`src/mrc_pkg.sv`:
```
// Shared constants, types and functions of the rain cell generator.
package mrc_pkg;

  localparam int unsigned TRAIL_LENGTH_DEF = 6;
  localparam int unsigned PIPE_DEPTH = 15;
  localparam int unsigned MOD_STAGES = 4;
  localparam int unsigned DIGIT_W = 8;
  localparam int unsigned LVL_W = 4;

  localparam logic [31:0] COL_MULT = 32'd2654435761;
  localparam logic [31:0] MIX_C1 = 32'h7feb352d;
  localparam logic [31:0] MIX_C2 = 32'h846ca68b;
  localparam logic [31:0] GLY_COL_MULT = 32'd131;
  localparam logic [31:0] GLY_ROW_MULT = 32'd977;

  localparam logic [7:0] VROWS_RESET = 8'd40;
  localparam logic [15:0] THEME_RESET = 16'd2016;

  localparam logic REG_VIRTUAL_ROWS = 1'b0;
  localparam logic REG_THEME_COLOR = 1'b1;

  localparam logic [2:0] SHADE_DIV2 = 3'd0;
  localparam logic [2:0] SHADE_DIV3 = 3'd1;
  localparam logic [2:0] SHADE_DIV5 = 3'd2;
  localparam logic [2:0] SHADE_DIV8 = 3'd3;
  localparam logic [2:0] SHADE_DIV12 = 3'd4;

  typedef struct packed {
    logic [7:0]  row;
    logic [31:0] frame;
    logic        spd;
    logic        glyph;
    logic        dark;
  } side_t;

  // One remainder digit step: shifts in eight bits, each with a conditional subtract.
  function automatic logic [7:0] mod_step8(logic [7:0] r, logic [7:0] bits, logic [7:0] m);
    logic [8:0] t;
    logic [7:0] acc;
    acc = r;
    for (int i = DIGIT_W - 1; i >= 0; i--) begin
      t = {acc, bits[i]};
      if (t >= {1'b0, m}) begin
        t = t - {1'b0, m};
      end
      acc = t[7:0];
    end
    return acc;
  endfunction

  function automatic logic [31:0] mix_fold16(logic [31:0] x);
    return x ^ (x >> 16);
  endfunction

  function automatic logic [31:0] mix_fold15(logic [31:0] x);
    return x ^ (x >> 15);
  endfunction

  // Channel divide by 2, 3, 5, 8 or 12 through reciprocal multiplication.
  function automatic logic [5:0] div_ch(logic [5:0] x, logic [2:0] sel);
    logic [13:0] p;
    logic [5:0]  q;
    p = 14'd0;
    unique case (sel)
      SHADE_DIV2: q = x >> 1;
      SHADE_DIV3: begin
        p = {8'd0, x} * 14'd43;
        q = 6'(p >> 7);
      end
      SHADE_DIV5: begin
        p = {8'd0, x} * 14'd205;
        q = 6'(p >> 10);
      end
      SHADE_DIV8: q = x >> 3;
      default: begin
        p = {8'd0, x} * 14'd171;
        q = 6'(p >> 11);
      end
    endcase
    return q;
  endfunction

  function automatic logic [15:0] shade565(logic [15:0] c, logic [2:0] sel);
    logic [5:0] r;
    logic [5:0] g;
    logic [5:0] b;
    r = div_ch({1'b0, c[15:11]}, sel);
    g = div_ch(c[10:5], sel);
    b = div_ch({1'b0, c[4:0]}, sel);
    return {r[4:0], g, b[4:0]};
  endfunction

endpackage

```
`src/matrix_rain_cell_generator.sv`:
```
// Top level of the falling-glyph rain cell generator.
// Cells enter on the in_valid_i/in_ready_o channel (column, row, frame) and
// results leave on out_valid_o/out_ready_i (lit, trail level, glyph, color).
// Each beat passes through a 15-stage pipeline: four stages of column and
// glyph hashing, four stages taking the column phase modulo virtual_rows,
// one stage forming frame times speed plus phase, four stages reducing it
// modulo virtual_rows, one stage deciding the trail level and one output
// stage that dims the theme color. One beat is accepted every cycle while
// the receiver does not stall; the depth is set by the two 32-bit hash
// multipliers and the byte-per-stage remainder units.
// When the receiver stalls with a result waiting, the whole pipeline holds
// and in_ready_o falls; no beat is lost or repeated.
// Reset empties the pipeline and sets virtual_rows to 40 and theme_color
// to 2016. Configuration writes take effect at once; the user must make them
// only while the pipeline is empty, and the block itself does not enforce this.
module matrix_rain_cell_generator #(
  parameter int unsigned TRAIL_LENGTH = mrc_pkg::TRAIL_LENGTH_DEF
) (
  input  logic        clk_i,
  input  logic        rst_ni,
  input  logic        cfg_we_i,
  input  logic        cfg_index_i,
  input  logic [15:0] cfg_data_i,
  input  logic        in_valid_i,
  output logic        in_ready_o,
  input  logic [7:0]  column_i,
  input  logic [7:0]  cell_row_i,
  input  logic [31:0] frame_i,
  output logic        out_valid_o,
  input  logic        out_ready_i,
  output logic        lit_o,
  output logic [2:0]  trail_level_o,
  output logic        glyph_bit_o,
  output logic [15:0] pixel_color_o
);

  localparam int unsigned SIDE_N = 13;
  localparam int unsigned HASH_TAP = 4;

  logic [7:0]  vrows_q;
  logic [15:0] theme_q;
  logic [mrc_pkg::PIPE_DEPTH-1:0] v_q;
  logic        en;

  logic [31:0] col_x;
  logic [31:0] gly_x;
  logic [31:0] hc;
  logic [31:0] gh;
  logic [7:0]  phase;
  logic [7:0]  head;
  logic [31:0] w_q;
  mrc_pkg::side_t side_q [SIDE_N];
  mrc_pkg::side_t side_tap;

  logic        lit_d;
  logic [7:0]  diff;
  logic        lit_q;
  logic        glyph_q;
  logic [mrc_pkg::LVL_W-1:0] lvl_q;
  logic [2:0]  sel;

  assign en = !v_q[mrc_pkg::PIPE_DEPTH-1] || out_ready_i;
  assign in_ready_o = en;

  always_ff @(posedge clk_i or negedge rst_ni) begin
    if (!rst_ni) begin
      vrows_q <= mrc_pkg::VROWS_RESET;
      theme_q <= mrc_pkg::THEME_RESET;
    end else if (cfg_we_i) begin
      unique case (cfg_index_i)
        mrc_pkg::REG_VIRTUAL_ROWS: vrows_q <= cfg_data_i[7:0];
        default: theme_q <= cfg_data_i;
      endcase
    end
  end

  always_ff @(posedge clk_i or negedge rst_ni) begin
    if (!rst_ni) begin
      v_q <= '0;
    end else if (en) begin
      v_q <= {v_q[mrc_pkg::PIPE_DEPTH-2:0], in_valid_i};
    end
  end

  assign col_x = {24'd0, column_i} * mrc_pkg::COL_MULT + 32'd1;
  assign gly_x = {24'd0, column_i} * mrc_pkg::GLY_COL_MULT
               + {24'd0, cell_row_i} * mrc_pkg::GLY_ROW_MULT + (frame_i >> 3);

  mrc_hash u_col_hash (.clk_i(clk_i), .en_i(en), .x_i(col_x), .h_o(hc));
  mrc_hash u_gly_hash (.clk_i(clk_i), .en_i(en), .x_i(gly_x), .h_o(gh));

  mrc_mod u_phase_mod (.clk_i(clk_i), .en_i(en), .x_i(hc), .m_i(vrows_q), .r_o(phase));
  mrc_mod u_head_mod (.clk_i(clk_i), .en_i(en), .x_i(w_q), .m_i(vrows_q), .r_o(head));

  always_comb begin
    side_tap       = side_q[HASH_TAP-1];
    side_tap.spd   = hc[5];
    side_tap.glyph = gh[0];
    side_tap.dark  = (hc[1:0] == 2'd0);
  end

  always_ff @(posedge clk_i) begin
    if (en) begin
      side_q[0] <= '{row: cell_row_i, frame: frame_i, spd: 1'b0, glyph: 1'b0, dark: 1'b0};
      for (int k = 1; k < SIDE_N; k++) begin
        side_q[k] <= (k == HASH_TAP) ? side_tap : side_q[k-1];
      end
      w_q <= (side_q[7].spd ? {side_q[7].frame[30:0], 1'b0} : side_q[7].frame)
           + {24'd0, phase};
    end
  end

  assign diff  = head - side_q[SIDE_N-1].row;
  assign lit_d = !side_q[SIDE_N-1].dark && (vrows_q != 8'd0)
              && (head >= side_q[SIDE_N-1].row) && (diff < 8'(TRAIL_LENGTH));

  always_ff @(posedge clk_i) begin
    if (en) begin
      lit_q   <= lit_d;
      glyph_q <= side_q[SIDE_N-1].glyph;
      lvl_q   <= diff[mrc_pkg::LVL_W-1:0];
    end
  end

  assign sel = (lvl_q < 4'd4) ? lvl_q[2:0] : mrc_pkg::SHADE_DIV12;

  always_ff @(posedge clk_i) begin
    if (en) begin
      lit_o         <= lit_q;
      trail_level_o <= lit_q ? lvl_q[2:0] : 3'd0;
      glyph_bit_o   <= lit_q && glyph_q;
      pixel_color_o <= lit_q ? mrc_pkg::shade565(theme_q, sel) : 16'd0;
    end
  end

  assign out_valid_o = v_q[mrc_pkg::PIPE_DEPTH-1];

endmodule

```
`src/mrc_hash.sv`:
```
// Four-stage 32-bit mixing hash with a multiplier in the second and third stages.
module mrc_hash (
  input  logic        clk_i,
  input  logic        en_i,
  input  logic [31:0] x_i,
  output logic [31:0] h_o
);

  logic [31:0] x_q;
  logic [31:0] m1_q;
  logic [31:0] m2_q;
  logic [31:0] h_q;

  always_ff @(posedge clk_i) begin
    if (en_i) begin
      x_q  <= x_i;
      m1_q <= mrc_pkg::mix_fold16(x_q) * mrc_pkg::MIX_C1;
      m2_q <= mrc_pkg::mix_fold15(m1_q) * mrc_pkg::MIX_C2;
      h_q  <= mrc_pkg::mix_fold16(m2_q);
    end
  end

  assign h_o = h_q;

endmodule

```
`src/mrc_mod.sv`:
```
// Pipelined remainder of a 32-bit value by an 8-bit modulus, one byte per stage.
module mrc_mod (
  input  logic        clk_i,
  input  logic        en_i,
  input  logic [31:0] x_i,
  input  logic [7:0]  m_i,
  output logic [7:0]  r_o
);

  logic [7:0]  r_q [mrc_pkg::MOD_STAGES];
  logic [31:0] x_q [mrc_pkg::MOD_STAGES];

  always_ff @(posedge clk_i) begin
    if (en_i) begin
      r_q[0] <= mrc_pkg::mod_step8(8'd0, x_i[31:24], m_i);
      x_q[0] <= x_i;
      for (int k = 1; k < mrc_pkg::MOD_STAGES; k++) begin
        r_q[k] <= mrc_pkg::mod_step8(r_q[k-1], x_q[k-1][31-8*k -: 8], m_i);
        x_q[k] <= x_q[k-1];
      end
    end
  end

  assign r_o = r_q[mrc_pkg::MOD_STAGES-1];

endmodule

```
`config.mk`:
```
export PLATFORM = sky130hd
export DESIGN_NAME = matrix_rain_cell_generator
export DESIGN_NICKNAME = d
export VERILOG_FILES = /design/src/mrc_pkg.sv /design/src/matrix_rain_cell_generator.sv /design/src/mrc_hash.sv /design/src/mrc_mod.sv
export SDC_FILE = /design/constraint.sdc
export NUM_CORES = 2
export LEC_CHECK = 0
export ABC_AREA = 1
export BUFFER_PORTS_ARGS = -buffer_cell sky130_fd_sc_hd__buf_2
export CORE_ASPECT_RATIO = 1.1
export CORE_MARGIN = 8
export CORE_UTILIZATION = 35
export CTS_CLUSTER_DIAMETER = 40
export CTS_CLUSTER_SIZE = 30
export DETAILED_ROUTE_END_ITERATION = 8
export GPL_ROUTABILITY_DRIVEN = 1
export PLACE_DENSITY = 0.56
export REMOVE_ABC_BUFFERS = 1
export SLEW_MARGIN = 20
export SYNTH_ARGS = -nofsm -noshare
export SYNTH_HDL_FRONTEND = slang
export SYNTH_HIERARCHICAL = 1
export SYNTH_SLANG_ARGS = --single-unit
```
`constraint.sdc`:
```
create_clock -name clk_i -period 75 [get_ports clk_i]
set_input_delay 3.75 -clock clk_i [delete_from_list [all_inputs] [get_ports clk_i]]
set_output_delay 3.75 -clock clk_i [all_outputs]
set_load 0.05 [all_outputs]
```
==> flow_summary.toml <==
[routing]
first_iter_violations = 3594
viasPerCell = 4.679
drcViolationCount = 0
vias = 72130
detail-route-antenna-nets = 0
drt-total-wl_mm = 242.1
routedWlPerCell_microns = 15.70
dr.pass1.iters = 6

[placed_design]
numPortBuffers = 89
place.gp.congestion = 0.9064
dp_hpwl_mm = 199.1

[worst_setup_path]
crit_path_start_kind = "flip-flop"
ff2ff_path_depth = 99
critPathKind = "reg -> reg"
timing.rr.end = "u_head_mod/r_q[3][4]"
timing.critical_path.arrival_ns = 17.01
cp.required_ns = 75.51
r2r_slack_ns = 58.50
slowest_stage = "a211oi_2"
critPathMaxStageDelay_ns = 0.55
cp_max_fo = 24
cp-end-kind = "flip-flop"
timing.rr.start = "vrows_q[1]"
cpMostUsedCell = "nand2_1"

[timing]
setup_viol = 0
period_share_pct = 22.00
min_period_ns = 16.50
fmax_ghz = 0.06060
hold_viol_final = 0
slew_viol_final = 0
relSlewSlack_pct = 31.36
worstMarginPinSlew_ns = 1.026
setup-tns-final_ns = 0
grt_setup_unrepaired = "false"
finalClockSkew_ns = 0.09311

[clocking]
clock_tree.root_cell = "clkbuf_16"
cts_buffer_depth = 4
clock-sinks = 832
htreeDepth = 4
cts.clk_slew.worst_paths_ns = 0.07
numCtsBuffers = 139
cts_hold_buf = 0
clk_latency_ns = 0.81
cts_setup_buffers = 0
cts_tree = "built"
postCtsResizedCells = 0

[run]
maxCapViolCount = 0

[global_route]
grt_max_degree = 153
grt_pass1_wl_mm = 387.0
grt-ovfl-total = 0
antenna_found_initial = 12
first_global_vias = 73350
gr-usage-all-layers_pct = 16.09

[final_layout]
drive_gt1_share_pct = 7.680
n_fill_cell = 28570
area.growth.synth_to_final_pct = 10.00
finalNetCount = 13860

[logic_synthesis]
syn_inst = 11360
yosysWarnings = 6
syn_area_sq_mm = 0.09859
synth_area_per_cell_sq_um = 8.676

[floorplan]
coreArea_sq_mm = 0.2805
io_pins = 93
die_y_microns = 572.7
die_area_sq_mm = 0.2990
rows = 204
initial_core_util_pct = 35.15
die_w_microns = 522.1

[min_path]
hold_depth = 0
worst_hold_path.endpoint = "u_phase_mod/x_q[0][3]"
hold_start = "u_col_hash/h_o[3]"
hp-class = "reg -> reg"

[outcome]
status = "finished clean"
## flip-flops by register name, indices dropped and copies added, names as in the netlist, 2 cells and up
name,flops
u_col_hash/x_q,32
lvl_q,4
u_phase_mod/r_q,32
u_phase_mod/x_q,48
v_q,15
u_gly_hash/m1_q,32
u_col_hash/m1_q,32
vrows_q,8
u_head_mod/r_q,32
side_q,382
trail_level_o,3
u_gly_hash/x_q,32
u_col_hash/m2_q,32
u_gly_hash/m2_q,2
theme_q,16
u_head_mod/x_q,48
w_q,32
pixel_color_o,13
u_col_hash/h_o,32
## worst max-delay path by stage
| stage | depth (start not counted) | to | start |
|---|---|---|---|
| floorplan | 2 | in_ready_o | out_ready_i |
| global placement | 99 | u_head_mod/r_q[3][1] | vrows_q[1] |
| detailed placement | 99 | u_head_mod/r_q[3][0] | vrows_q[1] |
| CTS | 101 | u_head_mod/r_q[2][3] | vrows_q[1] |
| global route | 102 | u_head_mod/r_q[2][0] | vrows_q[3] |
| finish | 99 | u_head_mod/r_q[3][4] | vrows_q[1] |
## worst max-delay path: cells and delay by family (launching register included)
kind | cells | cell delay [ns]
fa+ha+maj | 8 | 2.62
buf+inv | 15 | 2.02
flops | 1 | 0.53
compound gates | 33 | 6.14
simple gates | 43 | 4.88
## metal layers
metal / part of all wire, % / wire, microns / global-route usage, % / vias to the layer above
met1: 44 / 107500 / 20.31 / 33720
li1: - / - / - / 36720
met4: 4.0 / 9572 / 5.909 / 12
met2: 48 / 116000 / 28.15 / 1213
met5: 0.030 / 73 / 0 / -
met3: 3.7 / 8912 / 2.142 / 467
## per-stage QoR
step | std cells | setup slack [ns] | util (%) | hold slack (ns) | instance area (sq um)
final | 15420 | 58.50 | 38.66 | 0.3704 | 108500
after global routing | 15420 | 56.44 | 38.66 | 0.3809 | 108500
after CTS | 15410 | 58.52 | 38.66 | 0.3673 | 108500
after detailed placement | 15170 | 58.60 | 36.97 | 0.4045 | 103700
after global placement | 15170 | 58.65 | 36.97 | 0.4002 | 103700
after floorplan | 11310 | 50.12 | - | 0.4003 | 98110
## area by class of cell
cell class / count / area, sq um / area share [%]
diodes: 2 / 5.005 / 0.004615
clock buffers: 147 / 3571 / 3.292
clock inverters: 96 / 1177 / 1.086
inverters: 2662 / 10000 / 9.224
multi-input cells: 7816 / 63310 / 58.38
flip-flops and latches: 832 / 24810 / 22.87
well taps: 3708 / 4639 / 4.278
repair buffers: 152 / 940.9 / 0.8675
## cells in the final DEF, fill, tap and decap left out, drive strengths merged, types with 17 or more instances in the layout
master / instances
nand2: 2284
ha: 1415
xor2: 458
nor4: 20
clkinv: 46
fa: 775
a21oi: 543
o21a: 26
dfrtp: 31
or2: 39
nand4: 108
a21o: 34
edfxtp: 793
clkbuf: 147
xnor2: 205
o21bai: 84
inv: 2694
a31oi: 17
buf: 152
nor3: 74
nand3: 587
nor2: 593
nand3b: 47
o21ai: 402
Power is left out: the tool's default activity adds up to more than one toggle a clock period on the data nets, which glitch-free logic cannot reach.
